File: src/rtl/kdd_pkg.sv
// kdd_pkg: shared types, constants and lookup functions for the keypad scan /
// digit display core. No dependencies.
package kdd_pkg;

  localparam int NUM_DIGITS = 6;
  localparam int DIG_IDX_W  = (NUM_DIGITS > 1) ? $clog2(NUM_DIGITS) : 1;

  localparam int COLS_W    = 4;
  localparam int ROW_W     = 2;
  localparam int KEY_W     = 4;
  localparam int DIGIT_W   = 4;
  localparam int TICK_W    = 16;
  localparam int ROWS_W    = 4;
  localparam int EN_W      = 6;
  localparam int SEG_W     = 8;
  localparam int CFG_IDX_W = 1;

  localparam logic [COLS_W-1:0] COLS_IDLE = 4'hF;

  localparam logic [KEY_W-1:0] KEY_DIGIT_MAX = 4'd9;
  localparam logic [KEY_W-1:0] KEY_CLEAR_A   = 4'd10;
  localparam logic [KEY_W-1:0] KEY_CLEAR_B   = 4'd15;

  localparam logic [CFG_IDX_W-1:0] CFG_DEBOUNCE   = 1'd0;
  localparam logic [CFG_IDX_W-1:0] CFG_DIGIT_HOLD = 1'd1;

  localparam logic [TICK_W-1:0] DEBOUNCE_RST = 16'd5000;
  localparam logic [TICK_W-1:0] HOLD_RST     = 16'd2000;

  typedef enum logic [1:0] {
    PH_SCAN     = 2'd0,
    PH_DEBOUNCE = 2'd1,
    PH_RELEASE  = 2'd2
  } phase_t;

  typedef struct packed {
    logic             hit;
    logic [KEY_W-1:0] code;
  } key_evt_t;

  function automatic logic [SEG_W-1:0] seg_lut(input logic [DIGIT_W-1:0] d);
    logic [SEG_W-1:0] s;
    case (d)
      4'h0:    s = 8'h3f;
      4'h1:    s = 8'h06;
      4'h2:    s = 8'h5b;
      4'h3:    s = 8'h4f;
      4'h4:    s = 8'h66;
      4'h5:    s = 8'h6d;
      4'h6:    s = 8'h7d;
      4'h7:    s = 8'h07;
      4'h8:    s = 8'h7f;
      4'h9:    s = 8'h6f;
      4'ha:    s = 8'h77;
      4'hb:    s = 8'h7c;
      4'hc:    s = 8'h39;
      4'hd:    s = 8'h5e;
      4'he:    s = 8'h79;
      default: s = 8'h71;
    endcase
    return s;
  endfunction

  // power-up digits, newest first
  function automatic logic [DIGIT_W-1:0] store_init(input int i);
    logic [DIGIT_W-1:0] d;
    case (i)
      0:       d = 4'd1;
      1:       d = 4'd2;
      2:       d = 4'd3;
      3:       d = 4'd4;
      4:       d = 4'd4;
      default: d = 4'd0;
    endcase
    return d;
  endfunction

endpackage

File: src/rtl/kdd_scan.sv
// kdd_scan: keypad row scanner with debounce and release wait.
// Depends on kdd_pkg.
module kdd_scan (
  input  logic                           clk,
  input  logic                           rst_n,
  input  logic                           step,
  input  logic [kdd_pkg::COLS_W-1:0]     cols,
  input  logic [kdd_pkg::TICK_W-1:0]     debounce_ticks,
  output logic [kdd_pkg::ROW_W-1:0]      row,
  output kdd_pkg::key_evt_t              key,
  output logic [kdd_pkg::KEY_W-1:0]      last_key
);

  kdd_pkg::phase_t                phase_r, phase_nxt;
  logic [kdd_pkg::ROW_W-1:0]      row_r, row_nxt;
  logic [kdd_pkg::TICK_W-1:0]     count_r, count_nxt;
  logic [kdd_pkg::KEY_W-1:0]      last_key_r;
  logic [kdd_pkg::TICK_W-1:0]     cnt_inc;
  logic                           done;
  logic                           idle;
  logic [kdd_pkg::COLS_W-1:0]     low;
  logic                           single;
  logic [1:0]                     col_idx;

  assign cnt_inc = count_r + 16'd1;
  assign done    = (cnt_inc >= debounce_ticks);
  assign idle    = (cols == kdd_pkg::COLS_IDLE);
  assign low     = ~cols;
  assign single  = $onehot(low);

  always_comb begin
    col_idx = 2'd0;
    for (int c = 0; c < kdd_pkg::COLS_W; c++) begin
      if (low[c]) col_idx = 2'(c);
    end
  end

  // next state
  always_comb begin
    case (phase_r)
      kdd_pkg::PH_DEBOUNCE: begin
        if (!done) phase_nxt = kdd_pkg::PH_DEBOUNCE;
        else if (idle) phase_nxt = kdd_pkg::PH_SCAN;
        else phase_nxt = kdd_pkg::PH_RELEASE;
      end
      kdd_pkg::PH_RELEASE: begin
        phase_nxt = idle ? kdd_pkg::PH_SCAN : kdd_pkg::PH_RELEASE;
      end
      default: begin
        phase_nxt = idle ? kdd_pkg::PH_SCAN : kdd_pkg::PH_DEBOUNCE;
      end
    endcase
  end

  // outputs and datapath
  always_comb begin
    key.hit   = 1'b0;
    key.code  = {row_r, col_idx};
    count_nxt = '0;
    case (phase_r)
      kdd_pkg::PH_DEBOUNCE: begin
        count_nxt = done ? '0 : cnt_inc;
        key.hit   = done && !idle && single;
      end
      default: begin
        count_nxt = '0;
      end
    endcase
    row_nxt = (phase_nxt == kdd_pkg::PH_SCAN) ? row_r + 2'd1 : row_r;
  end

  always_ff @(posedge clk) begin
    if (!rst_n) begin
      phase_r    <= kdd_pkg::PH_SCAN;
      row_r      <= '0;
      count_r    <= '0;
      last_key_r <= '0;
    end else if (step) begin
      phase_r <= phase_nxt;
      row_r   <= row_nxt;
      count_r <= count_nxt;
      if (key.hit) last_key_r <= key.code;
    end
  end

  assign row      = row_r;
  assign last_key = key.hit ? key.code : last_key_r;

endmodule

File: src/rtl/kdd_display.sv
// kdd_display: digit store, refresh counter and seven-segment mux.
// Depends on kdd_pkg.
module kdd_display (
  input  logic                           clk,
  input  logic                           rst_n,
  input  logic                           step,
  input  kdd_pkg::key_evt_t              key,
  input  logic [kdd_pkg::TICK_W-1:0]     hold_ticks,
  output logic [kdd_pkg::EN_W-1:0]       digit_enable,
  output logic [kdd_pkg::SEG_W-1:0]      segments
);

  logic [kdd_pkg::DIGIT_W-1:0]    store_r [kdd_pkg::NUM_DIGITS];
  logic [kdd_pkg::DIG_IDX_W-1:0]  idx_r, idx_nxt;
  logic [kdd_pkg::TICK_W-1:0]     refresh_r, refresh_nxt;
  logic [kdd_pkg::TICK_W-1:0]     refresh_inc;
  logic [kdd_pkg::TICK_W-1:0]     hold;
  logic                           wrap;
  logic                           do_shift;
  logic                           do_clear;

  assign hold        = (hold_ticks == '0) ? 16'd1 : hold_ticks;
  assign refresh_inc = refresh_r + 16'd1;
  assign wrap        = (refresh_inc >= hold);
  assign refresh_nxt = wrap ? '0 : refresh_inc;
  assign idx_nxt     = !wrap ? idx_r :
                       (idx_r == kdd_pkg::DIG_IDX_W'(kdd_pkg::NUM_DIGITS - 1)) ? '0 :
                       idx_r + kdd_pkg::DIG_IDX_W'(1);

  assign do_shift = key.hit && (key.code <= kdd_pkg::KEY_DIGIT_MAX);
  assign do_clear = key.hit && (key.code inside {kdd_pkg::KEY_CLEAR_A, kdd_pkg::KEY_CLEAR_B});

  always_ff @(posedge clk) begin
    if (!rst_n) begin
      idx_r     <= '0;
      refresh_r <= '0;
      for (int i = 0; i < kdd_pkg::NUM_DIGITS; i++) begin
        store_r[i] <= kdd_pkg::store_init(i);
      end
    end else if (step) begin
      idx_r     <= idx_nxt;
      refresh_r <= refresh_nxt;
      if (do_clear) begin
        for (int i = 0; i < kdd_pkg::NUM_DIGITS; i++) begin
          store_r[i] <= '0;
        end
      end else if (do_shift) begin
        for (int i = kdd_pkg::NUM_DIGITS - 1; i > 0; i--) begin
          store_r[i] <= store_r[i-1];
        end
        store_r[0] <= key.code;
      end
    end
  end

  // digit i lights enable bit NUM_DIGITS-1-i; bits past the field drop out
  always_comb begin
    for (int b = 0; b < kdd_pkg::EN_W; b++) begin
      digit_enable[b] = !(int'(idx_r) == kdd_pkg::NUM_DIGITS - 1 - b);
    end
  end

  assign segments = kdd_pkg::seg_lut(store_r[idx_r]);

endmodule

File: src/rtl/keypad_scan_digit_display_core.sv
// keypad_scan_digit_display_core: top level, config registers and result register.
// Depends on kdd_pkg, kdd_scan, kdd_display.
//
//   channel  ports                                   direction
//   in       in_valid/in_stall, in_column_lines      item in, one sample tick
//   out      out_valid/out_stall, out_row_drive,     item out, one per input item
//            out_digit_enable, out_segments,
//            out_key_event, out_key_code
//   cfg      cfg_wr_en, cfg_index, cfg_data          register write
//
// One item per clock while in_stall is low; its result is registered in the output register.
// The result register frees in the cycle it is taken, so throughput is one item
// per clock while out_stall is low; in_stall follows a held, stalled result.
// Reset is synchronous (rst_n low): scanner idle on row 0, digits 1,2,3,4,4,0.
module keypad_scan_digit_display_core (
  input  logic                              clk,
  input  logic                              rst_n,
  input  logic                              cfg_wr_en,
  input  logic [kdd_pkg::CFG_IDX_W-1:0]     cfg_index,
  input  logic [kdd_pkg::TICK_W-1:0]        cfg_data,
  input  logic                              in_valid,
  output logic                              in_stall,
  input  logic [kdd_pkg::COLS_W-1:0]        in_column_lines,
  output logic                              out_valid,
  input  logic                              out_stall,
  output logic [kdd_pkg::ROWS_W-1:0]        out_row_drive,
  output logic [kdd_pkg::EN_W-1:0]          out_digit_enable,
  output logic [kdd_pkg::SEG_W-1:0]         out_segments,
  output logic                              out_key_event,
  output logic [kdd_pkg::KEY_W-1:0]         out_key_code
);

  logic [kdd_pkg::TICK_W-1:0]  debounce_r;
  logic [kdd_pkg::TICK_W-1:0]  hold_r;
  logic                        step;
  logic                        out_valid_r, out_valid_nxt;
  logic [kdd_pkg::ROW_W-1:0]   row;
  kdd_pkg::key_evt_t           key;
  logic [kdd_pkg::KEY_W-1:0]   last_key;
  logic [kdd_pkg::EN_W-1:0]    digit_enable;
  logic [kdd_pkg::SEG_W-1:0]   segments;
  logic [kdd_pkg::ROWS_W-1:0]  row_drive;

  assign in_stall = out_valid_r && out_stall;
  assign step     = in_valid && !in_stall;

  always_ff @(posedge clk) begin
    if (!rst_n) begin
      debounce_r <= kdd_pkg::DEBOUNCE_RST;
      hold_r     <= kdd_pkg::HOLD_RST;
    end else if (cfg_wr_en) begin
      case (cfg_index)
        kdd_pkg::CFG_DEBOUNCE:   debounce_r <= cfg_data;
        kdd_pkg::CFG_DIGIT_HOLD: hold_r     <= cfg_data;
        default: ;
      endcase
    end
  end

  kdd_scan u_scan (
    .clk            (clk),
    .rst_n          (rst_n),
    .step           (step),
    .cols           (in_column_lines),
    .debounce_ticks (debounce_r),
    .row            (row),
    .key            (key),
    .last_key       (last_key)
  );

  kdd_display u_display (
    .clk          (clk),
    .rst_n        (rst_n),
    .step         (step),
    .key          (key),
    .hold_ticks   (hold_r),
    .digit_enable (digit_enable),
    .segments     (segments)
  );

  assign row_drive     = ~(kdd_pkg::ROWS_W'(1) << row);
  assign out_valid_nxt = step || (out_valid_r && out_stall);

  always_ff @(posedge clk) begin
    if (!rst_n) begin
      out_valid_r <= 1'b0;
    end else begin
      out_valid_r <= out_valid_nxt;
    end
  end

  always_ff @(posedge clk) begin
    if (step) begin
      out_row_drive    <= row_drive;
      out_digit_enable <= digit_enable;
      out_segments     <= segments;
      out_key_event    <= key.hit;
      out_key_code     <= last_key;
    end
  end

  assign out_valid = out_valid_r;

  a_step_gives_result: assert property (@(posedge clk) disable iff (!rst_n)
    step |=> out_valid)
    else $error("accepted item produced no result");

  a_held_result_kept: assert property (@(posedge clk) disable iff (!rst_n)
    out_valid && out_stall |=> out_valid)
    else $error("stalled result dropped");

  a_one_row_driven: assert property (@(posedge clk) disable iff (!rst_n)
    out_valid |-> ($countones(~out_row_drive) == 1) && ($countones(~out_digit_enable) <= 1))
    else $error("more than one row or digit selected");

  a_event_code_kept: assert property (@(posedge clk) disable iff (!rst_n)
    $past(step) && !$past(key.hit) && $past(out_valid) |-> $stable(out_key_code))
    else $error("key code changed without a key");

endmodule
File: config.mk
export PLATFORM = sky130hd
export DESIGN_NAME = keypad_scan_digit_display_core
export DESIGN_NICKNAME = d
export VERILOG_FILES = /design/src/rtl/kdd_pkg.sv /design/src/rtl/kdd_scan.sv /design/src/rtl/kdd_display.sv /design/src/rtl/keypad_scan_digit_display_core.sv
export SDC_FILE = /design/constraint.sdc
export NUM_CORES = 1
export LEC_CHECK = 0
export BUFFER_PORTS_ARGS = -buffer_cell sky130_fd_sc_hd__buf_4
export CAP_MARGIN = 20
export CORE_ASPECT_RATIO = 2
export CORE_MARGIN = 3
export CORE_UTILIZATION = 44
export CTS_CLUSTER_DIAMETER = 50
export CTS_CLUSTER_SIZE = 25
export DETAILED_ROUTE_END_ITERATION = 6
export SYNTH_ARGS = -nofsm -noshare
export SYNTH_HDL_FRONTEND = slang
export SYNTH_SLANG_ARGS = --single-unit
File: constraint.sdc
create_clock -name clk -period 3.7 [get_ports clk]
set_clock_uncertainty 0.1 [all_clocks]
set_input_delay 1.11 -clock clk [delete_from_list [all_inputs] [get_ports clk]]
set_output_delay 1.11 -clock clk [all_outputs]
set_load 0.005 [all_outputs]
==> summary.txt, run 1 <==
Max Slew Vio Count: 0
worst hold path class: flip-flop to flip-flop
most frequent cells in the layout: nand2_1 (132), dfxtp_1 (76), buf_4 (73)
Setup Viol. Count Final: 0
gr ovfl total: 0
required time of the critical path: 3.72 ns
cell area after synthesis: 6784 µm²
Post-synth EDFFs: 46
First DRT Iteration DRCs: 217
quantity of hold-fixing buffers added after cts: 0
most common cell after layout, fill and taps aside: nand2_1
part of the power in registers: 0.443
max-cap viol count: 0
vias in the first global route: 5,453
largest net degree at the start of global routing: 33
Power per Cell Area: 413.6 nW/µm²
RD Place Congestion: 0.8067
fin cells: 1,017
Crit path arrival time: 3.51 ns
Clock power frac: 0.480
Synth Net Count: 825
share of cells above drive strength 1: 0.1667
die width: 93.80 µm
core outline area: 14,980 µm²
Net Sw Power: 782.0 µW
H-tree Lvls: 4
Comb pwr share: 0.077
Synthesis Warnings: 0
syn avg cell area: 9.118 µm²
total global-route track usage: 0.1967
ANT cells: 0
CP startpoint kind: flip-flop
first-pass GRT wire length: 26,300 µm
final setup TNS: 0 ns
CTS Root Cell: clkbuf_16
Antenna Nets Post-Route: 0
Die H: 181.6 µm
initial antenna violation count: 0
Final Total Pwr: 3358 µW
DP Area: 7492 µm²
RSZ-0062 raised after global routing: false
DR vias/cell: 5.326
Synth cell types: 67
CTS buffer count: 17
Pre-antenna DRT Iters: 4
Post-Route Utilization: 0.5421
Worst Tran Pin Value: 0.7067 ns
TritonCTS clock tree: yes
leak pwr: 0.003420 µW
setup slack, reg-to-reg: 0.20 ns
dpl hpwl: 12,210 µm
Post-Place Cells: 983
maximum fanout along the worst path: 20
status: complete, no violations
IO Pins: 51
CP Class: flip-flop to flip-flop
clock-pin slew on the worst setup and hold paths: 0.06 ns
worst vdd ir: 278.7 µV
Most used DFF post-synth: dfxtp_1
footprint of the multi-input gates: 3480 µm²
Critical Path Sink Type: flip-flop
Async SR Flop Fraction: 0
CTS Sinks: 125
Synth-to-Final Area Change: 19.68%
Fillers: 1,379
# DRC: 0
Clock Tree Buf Depth: 2
#FFs+latches synth: 125
Initial Util: 0.4530
I/O Buffers: 49
Cells after Synth: 744
post-layout minimum cycle time: 3.498 ns
Slew HR: 0.5271
Final period util: 0.9454
WL/cell: 15.77 µm
Routed WL: 16,040 µm
Hold Vio Cnt, Final: 0
DRT met1 WL: 6023 µm
Final nets: 890
Seq/Total Area, Yosys: 0.4367
Reg area: 2967 µm²
Max Used Layer: met4
cell area after layout: 8119 µm²
Core Rows: 63
internal power: 2576 µW
routed via count: 5,417
Max Clk Rate: 0.2859 GHz
wire length on met2: 9149 µm
Die ar.: 17,030 µm²
met3 WL: 382 µm
clk_lat worst skew: 0.41 ns
fraction of power spent switching nets: 0.2329
==> through the flow <==
stage          setup slack (ns)  hold slack, ns
2_1_floorplan           0.06506          0.3335
3_3_place_gp             0.1017          0.3456
3_5_place_dp            0.05790          0.3513
4_1_cts                0.002761          0.3591
5_1_grt                 0.01951          0.3713
6_report                 0.2020          0.3561
==> power by group through the flow <==
stage | registers (µW) | clock network [µW] | logic, µW
5_1_grt | 1490 | 1710 | 289
2_1_floorplan | 1510 | 0 | 155
4_1_cts | 1490 | 1640 | 258
6_report | 1490 | 1610 | 258
3_3_place_gp | 1520 | 0 | 251
3_5_place_dp | 1520 | 0 | 257
==> logic make-up (layout without fill, tap and decap cells) <==
kind of cell / count (synthesis) / after routing / share of synthesized area
adder cells (fa/ha/maj): 55 / 55 / 0.1025
AND/OR/NAND/NOR: 275 / 275 / 0.1920
AO/OA/AOI/OAI: 153 / 153 / 0.1533
buffers and inverters: 99 / 177 / 0.05699
multiplexers: 19 / 19 / 0.03597
flip-flops: 125 / 125 / 0.4367
XOR/XNOR: 17 / 17 / 0.02195
other: 1 / 1 / 0.0005528
==> state kept, by name (all words and copies together) (netlist names), named ones only <==
signal               cells
u_scan.row               2
u_scan.phase_r           2
out_key_event            1
out_key_code             4
u_display.store_r       24
out_digit_enable         6
u_scan.last_key_r        4
hold_r                  16
debounce_r              16
out_segments             7
out_valid                1
u_display.refresh_r     16
u_scan.count_r          16
u_display.idx_r          3
out_row_drive            4
==> layer usage <==
metal,vias to the layer above,GRT usage
li1,2741,-
met1,2561,0.2023
met2,87,0.3734
met3,28,0.04146
met4,0,0.07928
met5,-,0
==> cells in the mapped netlist, types with 2 or more instances <==
cell | n | share of area
o21a_1 | 2 | 0.0022
nand3b_1 | 3 | 0.0033
o22ai_1 | 11 | 0.010
mux2i_1 | 12 | 0.018
nand2_1 | 133 | 0.074
a211oi_1 | 4 | 0.0044
or2_2 | 2 | 0.0018
clkbuf_1 | 18 | 0.010
buf_2 | 5 | 0.0037
nor4_1 | 3 | 0.0028
a221o_1 | 2 | 0.0030
a22o_1 | 11 | 0.014
or3_1 | 2 | 0.0018
a21o_1 | 3 | 0.0033
nand3_1 | 19 | 0.014
xor2_1 | 7 | 0.0090
xnor2_1 | 10 | 0.013
nand2b_1 | 7 | 0.0065
o211ai_1 | 15 | 0.017
buf_4 | 2 | 0.0022
edfxtp_1 | 46 | 0.20
mux4_2 | 4 | 0.013
ha_1 | 54 | 0.10
nand4_1 | 12 | 0.011
o21ai_0 | 26 | 0.019
nor2_1 | 40 | 0.022
nor3_1 | 7 | 0.0052
and2_1 | 5 | 0.0046
a21boi_0 | 2 | 0.0022
nor2b_1 | 8 | 0.0074
a32o_1 | 2 | 0.0030
nor3b_1 | 2 | 0.0022
and3_1 | 24 | 0.022
a31oi_1 | 11 | 0.010
a21oi_1 | 46 | 0.034
inv_1 | 67 | 0.037
dfxtp_1 | 79 | 0.23
buf_1 | 5 | 0.0028
mux2_2 | 3 | 0.0050
a2bb2oi_1 | 3 | 0.0039
==> path summary, 6_finish.rpt <==
path                     start                      end  cells after the start
max          u_scan.count_r[4]  u_display.store_r[0][1]                     14
min                  hold_r[0]                hold_r[0]                      2
max reg2reg  u_scan.count_r[4]  u_display.store_r[0][1]                     14
min reg2reg          hold_r[0]                hold_r[0]                      2
==> worst max-delay path: stages (launching register included) <==
cell	delay, ns
dfxtp_2	0.34
and3_1	0.20
and3_1	0.21
and4_2	0.27
and3_1	0.21
xor2_1	0.15
ha_1	0.30
nand4_1	0.17
buf_4	0.19
nor2_1	0.17
a22oi_4	0.16
a211oi_4	0.27
o311ai_1	0.17
nand2_2	0.11
buf_12	0.17
==> repair_timing <==
action | CTS | global route
endpoints found under the setup margin | 0 | 77
gates resized for setup | 0 | 12
setup buffers | 0 | 1
==> area by class of cell <==
type                    count  share of cell area
inverters                  68             0.03144
clock inverters            11             0.01464
well taps                 195             0.03005
clock buffers              21             0.05548
flip-flops and latches    125              0.3654
multi-input cells         520              0.4286
repair buffers             77             0.07443
(Power assumes the default switching activity.)
==> run 2: changes to the inputs <==
--- a/config.mk
+++ b/config.mk
@@ -13,6 +13,7 @@
 export CTS_CLUSTER_DIAMETER = 50
 export CTS_CLUSTER_SIZE = 25
 export DETAILED_ROUTE_END_ITERATION = 6
+export PLACE_DENSITY = 0.62
 export SYNTH_ARGS = -nofsm -noshare
 export SYNTH_HDL_FRONTEND = slang
 export SYNTH_SLANG_ARGS = --single-unit
==> run 2 against run 1 <==
Net effect: utilization hardly changed; non-clock buffer count is 1 lower; count of clock-buffer cells in the layout is 1 lower; worst setup slack worse by 0.064 ns.
==> summary.txt, run 2 (same netlist as run 1, synthesis figures left out) <==
Antenna Nets Post-Route: 0 (unchanged)
Initial Util: 0.4530 (unchanged)
r2r endpoint: u_display.store_r[5][1]
largest reg by FF count: u_display.store_r
Die ar.: 17,030 µm² (unchanged)
Core Rows: 63 (unchanged)
Crit path arrival time: 3.74 ns (+0.23 ns)
DR vias/cell: 5.405 (+1.5%)
max reg flops: 24 (unchanged)
first-pass GRT wire length: 26,510 µm (+0.81%)
Pre-antenna DRT Iters: 5 (+1)
ANT cells: 0 (unchanged)
worst r2r src: u_scan.count_r[4]
H-tree Lvls: 4 (unchanged)
Max Slew Vio Count: 0 (unchanged)
Hold Vio Cnt, Final: 0 (unchanged)
worst setup path startpoint: u_scan.count_r[4]
# DRC: 0 (unchanged)
largest net degree at the start of global routing: 33 (unchanged)
CP Class: flip-flop to flip-flop
CP bufs+invs: 2 (unchanged)
WL/cell: 15.63 µm (-0.91%)
cell mode on critical path: and3_1
dpl hpwl: 11,960 µm (-2.0%)
fin cells: 1,016 (-0.098%)
gr ovfl total: 0 (unchanged)
post-layout minimum cycle time: 3.562 ns (+0.06411 ns)
crit path cell chain: and3_1 -> and3_1 -> and4_1 -> and3_1 -> xor2_1 -> ha_1 -> nand4_1 -> nor3_2 -> a31oi_4 -> buf_4 -> a211oi_4 -> buf_2 -> and3_1
Slew HR: 0.5271 (about the same)
CTS Root Cell: clkbuf_16
Max Clk Rate: 0.2807 GHz (-1.8%)
routed via count: 5,491 (+1.4%)
required time of the critical path: 3.88 ns (+0.16 ns)
die width: 93.80 µm (unchanged)
Critical Path End: u_display.store_r[5][1]
RD Place Congestion: 0.8345 (+3.4%)
status: complete, no violations
leak pwr: 0.003405 µW (-0.45%)
Routed WL: 15,880 µm (-1.0%)
fraction of power spent switching nets: 0.2353 (+0.002490)
Hold Path Origin: debounce_r[11]
Comb pwr share: 0.075 (-0.002)
Die H: 181.6 µm (unchanged)
max-cap viol count: 0 (unchanged)
maximum fanout along the worst path: 11 (-45%)
Power per Cell Area: 420.2 nW/µm² (+1.6%)
I/O Buffers: 49 (unchanged)
initial antenna violation count: 0 (unchanged)
share of cells above drive strength 1: 0.1669 (+0.0002030)
Net Sw Power: 803.6 µW (+2.8%)
delay-heaviest family, CP: simple AND/OR/NAND/NOR gates
r2r worst-path depth: 13 (-1)
TritonCTS clock tree: yes
CTS Sinks: 125 (unchanged)
clk_lat worst skew: 0.41 ns (about the same)
most frequent cells in the layout: nand2_1 (132), dfxtp_1 (77), buf_4 (73)
Worst Tran Pin Value: 0.7067 ns (-0.00003815 ns)
CTS buffer count: 17 (unchanged)
Post-Place Cells: 982 (-0.10%)
total global-route track usage: 0.1948 (-0.001906)
Final nets: 889 (-0.11%)
critical path depth: 13 (-1)
worst vdd ir: 318.7 µV (+14%)
Hold Slack: 0.3590 ns (+0.002989 ns)
Post-Route Utilization: 0.5425 (about the same)
First DRT Iteration DRCs: 200 (-7.8%)
CP max stage delay: 0.40 ns (+0.06 ns)
clock-pin slew on the worst setup and hold paths: 0.06 ns (about the same)
part of the power in registers: 0.435 (-0.008)
Synth-to-Final Area Change: 19.77% (about the same)
Clock power frac: 0.489 (+0.009)
core outline area: 14,980 µm² (unchanged)
vias in the first global route: 5,618 (+3.0%)
IO Pins: 51 (unchanged)
internal power: 2611 µW (+1.3%)
Setup Viol. Count Final: 0 (unchanged)
Critical Path Sink Type: flip-flop
setup slack, reg-to-reg: 0.14 ns (-0.06 ns)
worst hold path class: flip-flop to flip-flop
Clock Tree Buf Depth: 2 (unchanged)
CP max-delay cell: dfxtp_1
Final period util: 0.9627 (+0.01733)
CP startpoint kind: flip-flop
most common cell after layout, fill and taps aside: nand2_1
==> run 2: per-stage QoR <==
| step | TNS (ns) | cell area (µm²) | setup slack, ns | total power [µW] |
|---|---|---|---|---|
| detailed placement | 0 | 7472 | 0.04868 | 1772 |
| finish | 0 | 8125 | 0.1378 | 3415 |
| global route | -0.09720 | 8125 | -0.02037 | 3541 |
| floorplan | 0 | 6792 | 0.06506 | 1665 |
| global placement | 0 | 7472 | 0.09587 | 1761 |
| CTS | 0 | 8079 | 0.08858 | 3438 |
==> run 2: layout make-up <==
| class | count | area [µm²] |
|---|---|---|
| repair buffers | 76 | 584.3 |
| well taps | 195 | 244.0 |
| clock inverters | 12 | 106.4 |
| clock buffers | 20 | 500.5 |
| fillers | 1392 | 6852 |
| multi-input cells | 520 | 3470 |
| inverters | 68 | 255.2 |
| flip-flops and latches | 125 | 2965 |
==> run 2: power groups by stage <==
stage                     registers [µW]  clock network (µW)  logic, µW
after detailed placement            1520                   0        256
final                               1490                1670        257
after global routing                1490                1760        290
after floorplan                     1510                   0        155
after CTS                           1490                1690        257
after global placement              1510                   0        247
==> run 2: layer usage <==
metal / vias up / global-route usage / part of all wire
met4: 0 / 0.08507 / 0.027
met3: 28 / 0.04063 / 0.027
met2: 100 / 0.3634 / 0.57
met5: - / 0 / 0
li1: 2722 / - / -
met1: 2641 / 0.2035 / 0.37
==> run 2: worst min-delay path by stage <==
stage / to / slack [ns] / cells past startpoint
floorplan: u_scan.last_key_r[2] / 0.33 / 2
global placement: hold_r[0] / 0.34 / 2
detailed placement: debounce_r[11] / 0.35 / 2
CTS: debounce_r[11] / 0.36 / 2
global route: debounce_r[13] / 0.37 / 2
finish: debounce_r[11] / 0.36 / 2
==> run 2: worst register-to-register path, stage by stage (launching register included) <==
cell and delay [ns]:
dfxtp_1 0.40, and3_1 0.20, and3_1 0.21, and4_1 0.28, and3_1 0.23, xor2_1 0.08, ha_1 0.30, nand4_1 0.23
nor3_2 0.29, a31oi_4 0.17, buf_4 0.22, a211oi_4 0.28, buf_2 0.25, and3_1 0.19
==> run 2: what timing repair did <==
action | CTS | global route
endpoints found under the setup margin | 0 | 61
gates resized for setup | 0 | 9
buffers inserted | 0 | 1
hold buffers | 0 | 0
